### config.mk
export PLATFORM = sky130hd
export DESIGN_NAME = number_comment_lexer_top_flat
export DESIGN_NICKNAME = d
export VERILOG_FILES = /design/src/rtl/core/ncl_pkg.sv /design/src/rtl/core/ncl_if.sv /design/src/rtl/core/number_comment_lexer_top.sv /design/src/rtl/core/ncl_lex.sv /design/src/rtl/core/ncl_out_fifo.sv /design/src/flat_wrapper.sv
export SDC_FILE = /design/constraint.sdc
export NUM_CORES = 1
export LEC_CHECK = 0
export BUFFER_PORTS_ARGS = -buffer_cell sky130_fd_sc_hd__buf_4
export CORE_MARGIN = 2
export CORE_UTILIZATION = 41
export DETAILED_ROUTE_END_ITERATION = 12
export PLACE_DENSITY_LB_ADDON = 0.1
export SYNTH_ARGS = -nofsm -noshare
export SYNTH_HDL_FRONTEND = slang
export SYNTH_SLANG_ARGS = --single-unit
### constraint.sdc
create_clock -name clk -period 3.6 [get_ports clk]
set_clock_uncertainty 0.1 [all_clocks]
set_input_delay 0.36 -clock clk [delete_from_list [all_inputs] [get_ports clk]]
set_output_delay 0.36 -clock clk [all_outputs]
set_load 0.01 [all_outputs]
### src/rtl/core/ncl_pkg.sv
// Shared widths, token kind codes and the result item type for the number and comment lexer.
package ncl_pkg;

  // Position counter width default and the fixed width of reported positions
  localparam int POS_WIDTH_DEF = 16;
  localparam int OUT_POS_W     = 16;
  localparam int KIND_W        = 2;

  // Token kinds
  localparam logic [KIND_W-1:0] KIND_INVALID = 2'd0;
  localparam logic [KIND_W-1:0] KIND_EOF     = 2'd1;
  localparam logic [KIND_W-1:0] KIND_INT     = 2'd2;

  // One result item
  typedef struct packed {
    logic [KIND_W-1:0]    token_kind;
    logic [OUT_POS_W-1:0] token_start;
    logic [OUT_POS_W-1:0] token_end;
    logic                 last_of_run;
  } token_t;

endpackage

### src/rtl/core/ncl_if.sv
// Handshake interfaces for the source byte channel and the token channel.
interface ncl_text_if;
  logic       valid;
  logic       ready;
  logic [7:0] text_byte;
  logic       buffer_end;

  modport source (output valid, output text_byte, output buffer_end, input ready);
  modport sink   (input valid, input text_byte, input buffer_end, output ready);
endinterface

interface ncl_token_if;
  logic                                valid;
  logic                                ready;
  logic [ncl_pkg::KIND_W-1:0]          token_kind;
  logic [ncl_pkg::OUT_POS_W-1:0]       token_start;
  logic [ncl_pkg::OUT_POS_W-1:0]       token_end;
  logic                                last_of_run;

  modport source (output valid, output token_kind, output token_start, output token_end,
                  output last_of_run, input ready);
  modport sink   (input valid, input token_kind, input token_start, input token_end,
                  input last_of_run, output ready);
endinterface

### src/rtl/core/number_comment_lexer_top.sv
// Top level of the number and comment lexer.
//
//   channel  role   payload
//   text     sink   text_byte[7:0], buffer_end
//   tokens   source token_kind[1:0], token_start[15:0], token_end[15:0], last_of_run
//
// One source byte is taken per cycle; it is registered, decoded against the lexer
// state in that next cycle, and any token lands in a two-entry result buffer.
// An end item that flushes a pending token gives two results, the flushed token
// and then the EOF token, and the input is held off until both are pushed.
// Otherwise the input stalls only when the result buffer is full.
// rst (synchronous) returns the lexer to the start state with positions at zero
// and empties the result buffer.
module number_comment_lexer_top #(
  parameter int POS_WIDTH = ncl_pkg::POS_WIDTH_DEF
) (
  input logic         clk,
  input logic         rst,
  ncl_text_if.sink    text,
  ncl_token_if.source tokens
);

  logic            room;
  logic            push;
  ncl_pkg::token_t push_tok;
  ncl_pkg::token_t head;

  // Lexer stage
  ncl_lex #(
    .POS_WIDTH (POS_WIDTH)
  ) u_lex (
    .clk        (clk),
    .rst        (rst),
    .text_valid (text.valid),
    .text_ready (text.ready),
    .text_byte  (text.text_byte),
    .buffer_end (text.buffer_end),
    .room       (room),
    .push       (push),
    .token      (push_tok)
  );

  // Result buffer
  ncl_out_fifo u_fifo (
    .clk   (clk),
    .rst   (rst),
    .push  (push),
    .token (push_tok),
    .room  (room),
    .valid (tokens.valid),
    .ready (tokens.ready),
    .head  (head)
  );

  assign tokens.token_kind  = head.token_kind;
  assign tokens.token_start = head.token_start;
  assign tokens.token_end   = head.token_end;
  assign tokens.last_of_run = head.last_of_run;

  // An end-of-file token always closes its run
  a_eof_last : assert property (@(posedge clk) disable iff (rst)
    push && (push_tok.token_kind == ncl_pkg::KIND_EOF) |-> push_tok.last_of_run)
    else $error("EOF token not marked last");

  // An end-of-file token is empty
  a_eof_empty : assert property (@(posedge clk) disable iff (rst)
    push && (push_tok.token_kind == ncl_pkg::KIND_EOF) |->
      (push_tok.token_start == push_tok.token_end))
    else $error("EOF token not empty");

  // A token that does not close its run is a flushed literal or invalid run
  a_first_kind : assert property (@(posedge clk) disable iff (rst)
    push && !push_tok.last_of_run |->
      ((push_tok.token_kind == ncl_pkg::KIND_INT) ||
       (push_tok.token_kind == ncl_pkg::KIND_INVALID)))
    else $error("non-final token of wrong kind");

  // Reset empties the result buffer
  a_rst_empty : assert property (@(posedge clk) rst |=> !tokens.valid)
    else $error("result buffer not empty after reset");

endmodule

### src/rtl/core/ncl_lex.sv
// Lexer stage: input item register, lexer state and next-state / token logic.
module ncl_lex #(
  parameter int POS_WIDTH = ncl_pkg::POS_WIDTH_DEF
) (
  input  logic            clk,
  input  logic            rst,
  input  logic            text_valid,
  output logic            text_ready,
  input  logic [7:0]      text_byte,
  input  logic            buffer_end,
  input  logic            room,
  output logic            push,
  output ncl_pkg::token_t token
);

  // Lexer modes
  localparam logic [2:0] MODE_START   = 3'd0;
  localparam logic [2:0] MODE_INT     = 3'd1;
  localparam logic [2:0] MODE_COMMENT = 3'd2;
  localparam logic [2:0] MODE_CR      = 3'd3;
  localparam logic [2:0] MODE_INVALID = 3'd4;

  // Character codes
  localparam logic [7:0] CH_SPACE = 8'h20;
  localparam logic [7:0] CH_TAB   = 8'h09;
  localparam logic [7:0] CH_CR    = 8'h0D;
  localparam logic [7:0] CH_LF    = 8'h0A;
  localparam logic [7:0] CH_HASH  = 8'h23;
  localparam logic [7:0] CH_ZERO  = 8'h30;
  localparam logic [7:0] CH_NINE  = 8'h39;
  localparam logic [7:0] CH_NUL   = 8'h00;

  // Held input item
  logic                 hold_valid;
  logic [7:0]           hold_byte;
  logic                 hold_end;
  // Flush token of an end item already sent, EOF still to go
  logic                 phase;

  // Lexer state
  logic [2:0]           mode;
  logic [POS_WIDTH-1:0] pos;
  logic [POS_WIDTH-1:0] org;

  logic [2:0]           mode_next;
  logic [POS_WIDTH-1:0] org_next;
  logic [POS_WIDTH-1:0] pos_inc;
  logic [2:0]           sb_mode;
  logic [POS_WIDTH-1:0] sb_org;

  logic is_ws, is_lf, is_cr, is_hash, is_digit, is_nul;
  logic emit_byte;
  logic [ncl_pkg::KIND_W-1:0] flush_kind;
  logic has_flush;
  logic step;
  logic done;
  logic drain;

  // Byte classes
  always_comb begin
    is_lf    = (hold_byte == CH_LF);
    is_cr    = (hold_byte == CH_CR);
    is_ws    = (hold_byte == CH_SPACE) || (hold_byte == CH_TAB) || is_cr || is_lf;
    is_hash  = (hold_byte == CH_HASH);
    is_digit = (hold_byte >= CH_ZERO) && (hold_byte <= CH_NINE);
    is_nul   = (hold_byte == CH_NUL);
  end

  // Saturating position increment
  assign pos_inc = (&pos) ? pos : pos + 1'b1;

  // What the start state does with this byte
  always_comb begin
    if (is_ws) begin
      sb_mode = MODE_START;
      sb_org  = pos_inc;
    end else begin
      sb_org = pos;
      if (is_hash)       sb_mode = MODE_COMMENT;
      else if (is_digit) sb_mode = MODE_INT;
      else               sb_mode = MODE_INVALID;
    end
  end

  // Next mode and token origin for an ordinary byte
  always_comb begin
    mode_next = sb_mode;
    org_next  = sb_org;
    emit_byte = 1'b0;
    case (mode)
      MODE_INT: begin
        if (is_digit) begin
          mode_next = MODE_INT;
          org_next  = org;
        end else begin
          emit_byte = 1'b1;
        end
      end
      MODE_COMMENT: begin
        org_next = org;
        if (is_lf) begin
          mode_next = MODE_START;
          org_next  = pos_inc;
        end else if (is_cr) begin
          mode_next = MODE_CR;
        end else if (is_nul) begin
          mode_next = MODE_INVALID;
        end else begin
          mode_next = MODE_COMMENT;
        end
      end
      MODE_CR: begin
        if (is_lf) begin
          mode_next = MODE_START;
          org_next  = pos_inc;
        end else begin
          mode_next = MODE_INVALID;
          org_next  = org;
        end
      end
      MODE_INVALID: begin
        if (is_lf) begin
          emit_byte = 1'b1;
        end else begin
          mode_next = MODE_INVALID;
          org_next  = org;
        end
      end
      default: begin
        mode_next = sb_mode;
        org_next  = sb_org;
      end
    endcase
  end

  // Pending token flushed by an end item
  always_comb begin
    has_flush  = (mode == MODE_INT) || (mode == MODE_CR) || (mode == MODE_INVALID);
    flush_kind = (mode == MODE_INT) ? ncl_pkg::KIND_INT : ncl_pkg::KIND_INVALID;
  end

  // Result item and handshake
  always_comb begin
    token.token_start = ncl_pkg::OUT_POS_W'(org);
    token.token_end   = ncl_pkg::OUT_POS_W'(pos);
    token.last_of_run = 1'b1;
    token.token_kind  = (mode == MODE_INT) ? ncl_pkg::KIND_INT : ncl_pkg::KIND_INVALID;
    step = hold_valid && room;
    done = 1'b1;
    push = 1'b0;
    if (hold_end) begin
      push = step;
      if (has_flush && !phase) begin
        token.token_kind  = flush_kind;
        token.last_of_run = 1'b0;
        done              = 1'b0;
      end else begin
        token.token_kind  = ncl_pkg::KIND_EOF;
        token.token_start = ncl_pkg::OUT_POS_W'(pos);
      end
    end else begin
      push = step && emit_byte;
    end
    drain      = step && done;
    text_ready = !hold_valid || drain;
  end

  // Input item register
  always_ff @(posedge clk) begin
    if (rst) begin
      hold_valid <= 1'b0;
    end else if (text_ready) begin
      hold_valid <= text_valid;
    end
    if (text_valid && text_ready) begin
      hold_byte <= text_byte;
      hold_end  <= buffer_end;
    end
  end

  // Lexer state update
  always_ff @(posedge clk) begin
    if (rst) begin
      mode  <= MODE_START;
      pos   <= '0;
      org   <= '0;
      phase <= 1'b0;
    end else if (drain) begin
      phase <= 1'b0;
      if (hold_end) begin
        mode <= MODE_START;
        pos  <= '0;
        org  <= '0;
      end else begin
        mode <= mode_next;
        pos  <= pos_inc;
        org  <= org_next;
      end
    end else if (step) begin
      phase <= 1'b1;
    end
  end

endmodule

### src/rtl/core/ncl_out_fifo.sv
// Two-entry result buffer between the lexer stage and the token channel.
module ncl_out_fifo (
  input  logic            clk,
  input  logic            rst,
  input  logic            push,
  input  ncl_pkg::token_t token,
  output logic            room,
  output logic            valid,
  input  logic            ready,
  output ncl_pkg::token_t head
);

  localparam int DEPTH = 2;

  ncl_pkg::token_t      entry [DEPTH];
  logic                 wr_ptr;
  logic                 rd_ptr;
  logic [1:0]           count;
  logic                 pop;

  assign room  = (count < 2'(DEPTH));
  assign valid = (count != 2'd0);
  assign pop   = valid && ready;
  assign head  = entry[rd_ptr];

  // Storage write
  always_ff @(posedge clk) begin
    if (push) begin
      entry[wr_ptr] <= token;
    end
  end

  // Pointers and fill level
  always_ff @(posedge clk) begin
    if (rst) begin
      wr_ptr <= 1'b0;
      rd_ptr <= 1'b0;
      count  <= 2'd0;
    end else begin
      if (push) wr_ptr <= ~wr_ptr;
      if (pop)  rd_ptr <= ~rd_ptr;
      count <= count + {1'b0, push} - {1'b0, pop};
    end
  end

endmodule

### src/flat_wrapper.sv
// flat-port wrapper written by rule: the top's interface ports become plain ports
module number_comment_lexer_top_flat 
#(
  parameter int POS_WIDTH = ncl_pkg::POS_WIDTH_DEF
)
  (clk, rst, text_valid, text_text_byte, text_buffer_end, text_ready, tokens_valid, tokens_token_kind, tokens_token_start, tokens_token_end, tokens_last_of_run, tokens_ready);
  ncl_text_if text_i ();
  ncl_token_if tokens_i ();
  input logic clk;
  input logic rst;
  input wire logic [$bits(text_i.valid)-1:0] text_valid;
  input wire logic [$bits(text_i.text_byte)-1:0] text_text_byte;
  input wire logic [$bits(text_i.buffer_end)-1:0] text_buffer_end;
  output wire logic [$bits(text_i.ready)-1:0] text_ready;
  output wire logic [$bits(tokens_i.valid)-1:0] tokens_valid;
  output wire logic [$bits(tokens_i.token_kind)-1:0] tokens_token_kind;
  output wire logic [$bits(tokens_i.token_start)-1:0] tokens_token_start;
  output wire logic [$bits(tokens_i.token_end)-1:0] tokens_token_end;
  output wire logic [$bits(tokens_i.last_of_run)-1:0] tokens_last_of_run;
  input wire logic [$bits(tokens_i.ready)-1:0] tokens_ready;
  assign text_i.valid = text_valid;
  assign text_i.text_byte = text_text_byte;
  assign text_i.buffer_end = text_buffer_end;
  assign text_ready = text_i.ready;
  assign tokens_valid = tokens_i.valid;
  assign tokens_token_kind = tokens_i.token_kind;
  assign tokens_token_start = tokens_i.token_start;
  assign tokens_token_end = tokens_i.token_end;
  assign tokens_last_of_run = tokens_i.last_of_run;
  assign tokens_i.ready = tokens_ready;
  number_comment_lexer_top #(.POS_WIDTH(POS_WIDTH)) u_core (.clk(clk), .rst(rst), .text(text_i), .tokens(tokens_i));
endmodule
Word-level counts from Yosys, hierarchy flattened --
Memories as Yosys holds them, arrays and structs flattened. A register that Yosys moved wholly into a read port is not among the register bits. Cells that the tools add are included.
Storage, ports and cells: register bits 50, memory bits (writable) 70, input port bits 13, output and inout bits 37, logic and storage cells 85, memories 1
Operators by class: $add $sub $neg 3, $lt $le $gt $ge 3, equality and inequality tests 12, multiplexer cells 33, bitwise operators 2, reduce and logical (&&, ||, !) cells 21
Memory list:
- u_core.u_fifo.entry | words 2, width 35, read ports 1, clocked after memory_dff 1, write ports 1, line ncl_out_fifo.sv:15 | ncl_pkg::token_t entry [DEPTH];
Operators with widths (number):
- 16-bit two-way mux | 8
- 16-bit one-hot mux with 3 select lines | 1
- 3-bit two-way mux | 10
- 8-bit by 4-bit equality test with 1-bit output (second input constant) | 3
- 18-bit two-way mux | 1
- 16-bit by 1-bit adder with 16-bit output (second input constant) | 1
- 8-bit by 6-bit equality test with 1-bit output (second input constant) | 2
- 16-bit AND reduction | 1
- 3-bit one-hot mux with 4 select lines | 1
- 1-bit two-way mux | 9
- 8-bit by 6-bit greater-or-equal comparator with 1-bit output (second input constant) | 1
- 8-bit by 6-bit <= comparator with 1-bit output (second input constant) | 1
- 8-bit zero test | 1
- 1-bit logical AND | 7
- 3-bit by 2-bit equality test with 1-bit output (second input constant) | 2
- 1-bit logical OR | 6
- 3-bit inequality test (second input constant) | 2
- 2-bit two-way mux | 2
- 4-bit AND reduction | 1
- 2-bit OR reduction | 2
- 3-bit by 1-bit equality test with 1-bit output (second input constant) | 1
- 3-bit equality test (second input constant) | 1
- 3-bit by 1-bit inequality test with 1-bit output (second input constant) | 1
- 2-bit by 1-bit adder with 2-bit output | 1
- 6 further kinds | 8

Depth between registers and ports, before layout --
Gate-level depths: netlist of the first run.
word-level depth 9, depth in mapped cells 8, gate-level depth less buffers 8

Cells and area by module --
From an unflattened synthesis of the first run, not the netlist that was laid out.
Second synthesis, totals: cells, all modules 435, area total of the unflattened synthesis 5689.2 um2
By module, submodules not included:
- ncl_out_fifo | times used 1, cells each 132, area an instance 2917.8 um2, seq. area each 2202.1 um2
- ncl_lex | times used 1, cells each 303, area an instance 2771.4 um2, seq. area each 1011.0 um2

Least setup slack after synthesis of the first run --
No wires, ideal clock.
path type flip-flop to flip-flop, start point register u_core.u_lex.mode[0], end point memory u_core.u_fifo.entry[0][0] in the netlist's numbering, enable pin, library setup time 431 ps, arrival time 2800 ps, required time 3069 ps, setup slack 269 ps, cell stages (with the launch flop) 5, buffers on the path 0, period minus slack after synthesis 3331 ps, cell sequence dfxtp_1 > or3b_1 > o21ba_2 > o31a_1 > nor2b_1
Between the ends: cells in the longest elaborated chain, start to end 6, elaborated cells on any way between the ends 7, classes of those cells 2 x eq/ne; 4 x mux; 1 x reduce/logical
RTL lines:
- start, declared | line ncl_lex.sv:41 | logic [2:0] mode;
- start signal, assigned | line ncl_lex.sv:195 | mode <= mode_next;
- 3-bit equality test or 3-bit by 1-bit equality test with 1-bit output (tied branches) | line ncl_lex.sv:90 | case (mode)
- 1-bit one-hot mux with 2 select lines * | line ncl_lex.sv:90
- 1-bit logical AND * | line ncl_lex.sv:162 | push = step && emit_byte;
- 1-bit two-way mux * | line ncl_lex.sv:151 | if (hold_end) begin
- 1-bit two-way mux * | line ncl_out_fifo.sv:28 | if (push) begin
- 1-bit two-way mux (not written as such) * | line ncl_out_fifo.sv:29 | entry[wr_ptr] <= token;
- end, declared | line ncl_out_fifo.sv:15
Mark *: on every way between the ends. The rest lies on a longest branch, timed or not.

==> flow_summary.json, run 1 <==
{
  "outcome": "complete, no violations",
  "grt_pass1_wl_microns": 18700,
  "grt_pass1_vias": 3649,
  "hp-class": "input port to register",
  "synth_seq_cells": 121,
  "setup-tns-final_ns": 0,
  "dr.first_iter.drc_count": 213,
  "drc_errors": 0,
  "post-route-min-period_ns": 2.65,
  "clock_path_buffers": 2,
  "synth_cells": 440,
  "critPathLaunchType": "register",
  "dpl.hpwl_microns": 7520,
  "io_buffers": 49,
  "min_to": "u_core.u_lex.hold_byte[5]",
  "io_pins": 50,
  "grt.total_usage_pct": 17.2,
  "vias_per_cell": 5.40,
  "hold_depth": 1,
  "cp_top_family": "flip-flops",
  "grt_max_degree": 26,
  "rows": 42,
  "synth_top_area_share_pct": 43.7,
  "die_w_microns": 119,
  "crit_top_cell": "buf_4",
  "min_from": "text_text_byte[5]",
  "gr-total-overflow": 0,
  "clock_latency_ns": 0.41,
  "period_share_pct": 73.7,
  "yosysSeqAreaShare_pct": 59.1,
  "critPathMaxFanout": 17,
  "synthFlopType": "edfxtp_1",
  "ys_types": 65,
  "fmax_mhz": 377,
  "cp_num_cells": 3,
  "cap_violations": 0,
  "avgSynthCellArea_sq_um": 12.3,
  "initial_utilization_pct": 41.5,
  "dr_total_vias": 3707,
  "cellPowerDensity_nw_per_um2": 600,
  "synth-edff-count": 79,
  "cp_data_arrival_time_ns": 2.19,
  "rsz0062_at_grt": "false",
  "cts_tree": "yes",
  "area_delta_synth_final_pct": 22.6,
  "slowest_delay_ns": 0.92,
  "r2r-start": "u_core.u_lex.mode[0]",
  "n_antenna_cell": 0,
  "dieHeight_microns": 119,
  "critPathBufInv": 2,
  "die-area_sq_um": 14200,
  "post_cts_buffers": 0,
  "synthTopCellsByArea": "edfxtp_1 (44%), dfxtp_1 (15%), mux2_2 (9.7%)",
  "clk_pin_slew_ns": 0.05,
  "layout.nets": 513,
  "worstPathRequired_ns": 3.14,
  "slowest_stage": "dfxtp_1",
  "setup-violations-final": 0,
  "gp_congestion": 0.811,
  "yosysMostFrequentCell": "edfxtp_1",
  "wl_per_cell_microns": 16.4,
  "ant_nets": 0,
  "drtPass1Iterations": 4,
  "clock-root-buffer": "clkbuf_16",
  "synth_common_cells": "edfxtp_1 (79), mux2_2 (47), dfxtp_1 (42)",
  "path_class": "register to output port",
  "report.final.slew_viol_count": 0,
  "wl_microns": 11200,
  "synth_largest_area_cell": "edfxtp_1",
  "synth_fp_nets": 456,
  "leakage_nw": 2.40,
  "worst_pin_slew_ns": 0.930,
  "worstPathCellList": "buf_4 -> mux2_2 -> buf_4",
  "yosysWarnings": 0,
  "r2r-end": "u_core.u_fifo.entry[0][1]",
  "antenna_found_initial": 0,
  "vdd_drop_max_v": 0.000306,
  "cts_htree_levels": 4,
  "drive_above_1_share_pct": 29.6,
  "cts_made_buffers": 17,
  "fillerInstances": 1156,
  "slew_headroom_pct": 37.9,
  "hold_viol_final": 0,
  "cts_sinks": 121,
  "ff2ff_path_depth": 5,
  "fin_util_pct": 50.9,
  "r2r_slack_ns": 1.09,
  "synthArstFlopShare_pct": 0,
  "crit_path_end_kind": "output port",
  "syn-cell-area_sq_um": 5430,
  "core_sq_um": 13100
}
## area by class of cell
| type | count | area, sq um | share of cell area (%) |
|---|---|---|---|
| flip-flops and latches | 121 | 3210 | 48.2 |
| multi-input cells | 280 | 2060 | 30.9 |
| repair buffers | 62 | 485 | 7.29 |
| clock buffers | 17 | 425 | 6.38 |
| well taps | 176 | 220 | 3.31 |
| clock inverters | 15 | 206 | 3.10 |
| inverters | 15 | 56.3 | 0.845 |
## repair_timing
item / 4_1_cts / 5_1_grt
gates resized for setup: 0 / 0
hold endpoints to repair: 3 / 0
hold buffers: 3 / 0
## metal layers
layer,wire length [microns],track usage [%],up-vias
met3,470,5.51,16
met4,215,6.62,0
met2,5460,27.5,84
li1,-,-,1794
met1,5090,21.7,1813
met5,0,0,-
## flip-flops by register name (all words and copies together), names as in the netlist, named ones only
| signal | flops |
|---|---|
| u_core.u_fifo.count | 2 |
| u_core.u_fifo.entry | 70 |
| u_core.u_fifo.rd_ptr | 1 |
| u_core.u_fifo.wr_ptr | 1 |
| u_core.u_lex.hold_byte | 8 |
| u_core.u_lex.hold_end | 1 |
| u_core.u_lex.hold_valid | 1 |
| u_core.u_lex.mode | 3 |
| u_core.u_lex.org | 16 |
| u_core.u_lex.phase | 1 |
| u_core.u_lex.pos | 16 |
## where the power goes
group | switching, W | internal (W)
registers | 0.0000637 | 0.00155
clock network | 0.000582 | 0.00121
logic | 0.000277 | 0.000313
## cells by family (layout without fill, tap and decap cells)
kind of cell | Yosys count | count (layout) | share of synthesized area (%)
adders and majority gates | 3 | 3 | 0.691
buffers and inverters | 39 | 109 | 3.25
xor gates and xnor gates | 5 | 5 | 0.806
and+or+nand+nor | 122 | 122 | 13.6
AOI/OAI and AO/OA | 102 | 102 | 12.6
muxes | 48 | 48 | 9.93
DFF | 121 | 121 | 59.1
## cells in the final DEF, fill, tap and decap left out, types with 5 or more instances in the layout
cell type / n
inv_1: 15
o21ai_0: 26
bufinv_16: 5
nand4b_1: 6
clkinv_2: 5
nor3_1: 7
nand2_1: 19
nor2b_1: 6
buf_4: 58
edfxtp_1: 79
mux2_2: 47
nor4b_1: 5
nor2_1: 21
a31oi_1: 5
dfxtp_1: 42
clkbuf_16: 17
a21oi_1: 21
o211ai_1: 5
nand4_1: 8
nand3_1: 12
## worst max path at each step
stage	start	end	slack, ns
floorplan	u_core.u_lex.mode[0]	u_core.u_fifo.entry[0][0]	0.27
global placement	u_core.u_lex.mode[0]	u_core.u_fifo.entry[0][0]	1.14
detailed placement	u_core.u_lex.mode[0]	u_core.u_fifo.entry[0][34]	1.09
CTS	register	tokens_token_end[4]	0.84
global route	register	tokens_token_end[10]	0.76
finish	register	tokens_token_end[4]	0.95
## per-stage QoR
stage | total power (W) | area (sq um) | worst slack [ns] | instances | hold slack, ns
global placement | 0.00224 | 6000 | 1.14 | 651 | 0.341
finish | 0.00400 | 6660 | 0.946 | 686 | 0.0232
global route | 0.00417 | 6660 | 0.756 | 686 | 0.00125
CTS | 0.00405 | 6660 | 0.839 | 686 | 0.00391
floorplan | 0.00199 | 5430 | 0.269 | 440 | 0.320
detailed placement | 0.00224 | 6000 | 1.09 | 651 | 0.343
(Power assumes the default switching activity.)
==> run 2, diff against run 1 <==
- ABC_AREA: unset -> 1
- clock period: 3.6 -> 2.37 ns (I/O delays scaled with it)
==> run 2 against run 1 <==
Effect of this change: die area is 3.3% higher; via count is 7.8% higher; combinational power is 80% higher; clock power is 37% higher; area after synthesis is 3.4% higher; synthesized cell count is 21% higher; design area is 2.5% higher; flip-flop and latch count stayed put; routed wire length is 11% higher; worst hold slack better by 0.042 ns; first-iteration DRC count is 12% lower; critical endpoint is now u_core.u_fifo.entry[1][27]; largest power group unchanged.
==> flow_summary.json, run 2 <==
{
  "n_antenna_cell": 0,
  "vias_per_cell": 5.07,
  "placed_area_sq_um": 6160,
  "synth-edff-count": 79,
  "dr.first_iter.drc_count": 188,
  "gp_congestion": 0.878,
  "fin_util_pct": 51.4,
  "hold_viol_final": 0,
  "wl_microns": 12500,
  "grt_max_degree": 37,
  "drc_errors": 0,
  "drtPass1Iterations": 5,
  "initial_utilization_pct": 42.2,
  "post-route-min-period_ns": 2.14,
  "grt_pass1_wl_microns": 20800,
  "io_pins": 50,
  "timing.hold.ws_ns": 0.0652,
  "synthMuxAreaShare_pct": 7.02,
  "clk_pin_slew_ns": 0.05,
  "slowest_stage": "edfxtp_1",
  "regMostFlops": "u_core.u_fifo.entry",
  "cts_htree_levels": 4,
  "synthFlopType": "edfxtp_1",
  "die_w_microns": 121,
  "synth_cells": 531,
  "ys_types": 36,
  "period_share_pct": 90.4,
  "cp_data_arrival_time_ns": 2.15,
  "cap_violations": 0,
  "slowest_delay_ns": 0.41,
  "reg_top3": "u_core.u_fifo.entry: 70 flops, u_core.u_lex.org: 16 flops, u_core.u_lex.pos: 16 flops",
  "critPathMaxFanout": 36,
  "grt_pass1_vias": 4160,
  "crit_path_end_kind": "register",
  "worstPathCellList": "nor2_4 -> nand2_4 -> nor2_4 -> nand2_2 -> o211ai_1 -> nand2_1 -> inv_1 -> nand2_1 -> inv_1 -> buf_12",
  "p_clk_share_pct": 41.5,
  "worstPathRequired_ns": 2.38,
  "yosys.area_share.simple_pct": 19.8,
  "outcome": "complete, no violations",
  "critPathBufInv": 3,
  "synthAdderAreaFrac_pct": 0.668,
  "design_area_sq_um": 6830,
  "rows": 42,
  "clock_latency_ns": 0.42,
  "core_sq_um": 13300,
  "synthTopCellsByArea": "edfxtp_1 (42%), dfxtp_1 (15%), mux2_2 (7.0%)",
  "cts_tree": "yes",
  "cts_sinks": 121,
  "worst_slack_ns": 0.228,
  "vdd_drop_max_v": 0.000532,
  "post_cts_buffers": 0,
  "yosysWarnings": 0,
  "synth_seq_cells": 121,
  "p_int_w": 0.00437,
  "rsz0062_at_grt": "false",
  "worst_pin_slew_ns": 0.640,
  "path_class": "register to register",
  "dr_total_vias": 3997,
  "dpl.hpwl_microns": 7980,
  "power_frac_comb_pct": 17.9,
  "pwr-share-seq_pct": 40.7,
  "hp-class": "input port to register",
  "io_buffers": 49,
  "clock_path_buffers": 2,
  "switchingPower_w": 0.00155,
  "layout.nets": 616,
  "setup-violations-final": 0,
  "drive_above_1_share_pct": 31.5,
  "area_delta_synth_final_pct": 21.6,
  "critPathLaunchType": "register",
  "leakage_nw": 2.57,
  "slew_headroom_pct": 57.2,
  "gr-total-overflow": 0,
  "clock-root-buffer": "clkbuf_16",
  "dieHeight_microns": 121,
  "synth_common_cells": "nand2_1 (96), edfxtp_1 (79), dfxtp_1 (42), inv_1 (42), mux2_2 (35)",
  "mostFrequentLayoutCells": "nand2_1 (96), edfxtp_1 (79), buf_4 (57), inv_1 (42), dfxtp_1 (42)",
  "fmax_mhz": 467,
  "synth_top_area_share_pct": 42.2,
  "yosysMostFrequentCell": "nand2_1",
  "pre_cts_ws_ns": 0.230,
  "syn-cell-area_sq_um": 5620,
  "r2r_slack_ns": 0.23,
  "final_common_cell": "nand2_1",
  "yosysSeqAreaShare_pct": 57.2,
  "cellPowerDensity_nw_per_um2": 867,
  "avgSynthCellArea_sq_um": 10.6,
  "die-area_sq_um": 14600,
  "wl_per_cell_microns": 15.9,
  "synth_largest_area_cell": "edfxtp_1",
  "synthArstFlopShare_pct": 0,
  "synth_top_family_by_area": "simple AND/OR/NAND/NOR gates",
  "largest_register_ffs": 70,
  "synth_fp_nets": 547,
  "synth-xor-area-share_pct": 0.624,
  "ant_nets": 0,
  "grt.total_usage_pct": 18.7,
  "cp_top_family": "simple AND/OR/NAND/NOR gates",
  "netSwitchingFraction_pct": 26.2,
  "antenna_found_initial": 0,
  "cts_made_buffers": 17,
  "report.final.slew_viol_count": 0,
  "synth-compound-area-share_pct": 8.82
}
## run 2: final cells by class
cell class | count | area (sq um)
Clock buffer | 19 | 433
Multi-Input combinational cell | 338 | 2080
Fill cell | 1182 | 6460
Clock inverter | 13 | 130
Tap cell | 176 | 220
Timing Repair Buffer | 68 | 548
Sequential cell | 121 | 3210
Inverter | 54 | 203
## run 2: cells by family (layout without fill, tap and decap cells)
group / count (synthesis) / count (layout)
simple gates: 215 / 215
flops: 121 / 121
compound gates: 81 / 81
buf+inv: 72 / 154
mux: 35 / 35
xor+xnor: 4 / 4
fa+ha+maj: 3 / 3
## run 2: worst paths after layout
check                                     to                      start  depth (start not counted)
setup / recovery  u_core.u_fifo.entry[1][27]  u_core.u_lex.hold_byte[7]                         10
hold / removal          u_core.u_fifo.rd_ptr               tokens_ready                          4
setup reg to reg  u_core.u_fifo.entry[1][27]  u_core.u_lex.hold_byte[7]                         10
hold reg to reg         u_core.u_fifo.rd_ptr       u_core.u_fifo.rd_ptr                          1
## run 2: power groups by stage
stage,sequential (W),combinational (W),clock [W]
floorplan,0.00245,0.000688,0
CTS,0.00241,0.00109,0.00251
finish,0.00241,0.00106,0.00246
detailed placement,0.00246,0.00107,0
global placement,0.00245,0.00106,0
global route,0.00242,0.00117,0.00260
## run 2: worst min-delay path: stages
cell     delay [ns]
buf_4          0.08
nand2_1        0.04
inv_1          0.10
a21oi_1        0.08
## run 2: what timing repair did
| action | CTS | global route |
|---|---|---|
| resized for setup | 0 | 2 |
| setup endpoints to repair | 0 | 1 |
| hold buffers | 10 | 0 |
| hold endpoints to repair | 10 | 0 |
## run 2: metrics by stage
stage                     setup TNS (ns)  instances  power (W)
after floorplan                    -1.81        531    0.00313
after global placement                 0        747    0.00351
after detailed placement               0        747    0.00352
after CTS                              0        789    0.00601
after global routing                   0        789    0.00618
final                                  0        789    0.00593
## run 2: routing by layer
layer | GRT usage, % | vias to the layer above | share of wire, % | routed length (microns)
met2 | 32.9 | 78 | 52 | 6520
met5 | 0 | - | 0 | 0
met4 | 7.34 | 0 | 1.6 | 206
li1 | - | 1983 | - | -
met1 | 21.4 | 1918 | 43 | 5350
met3 | 5.12 | 18 | 3.6 | 448
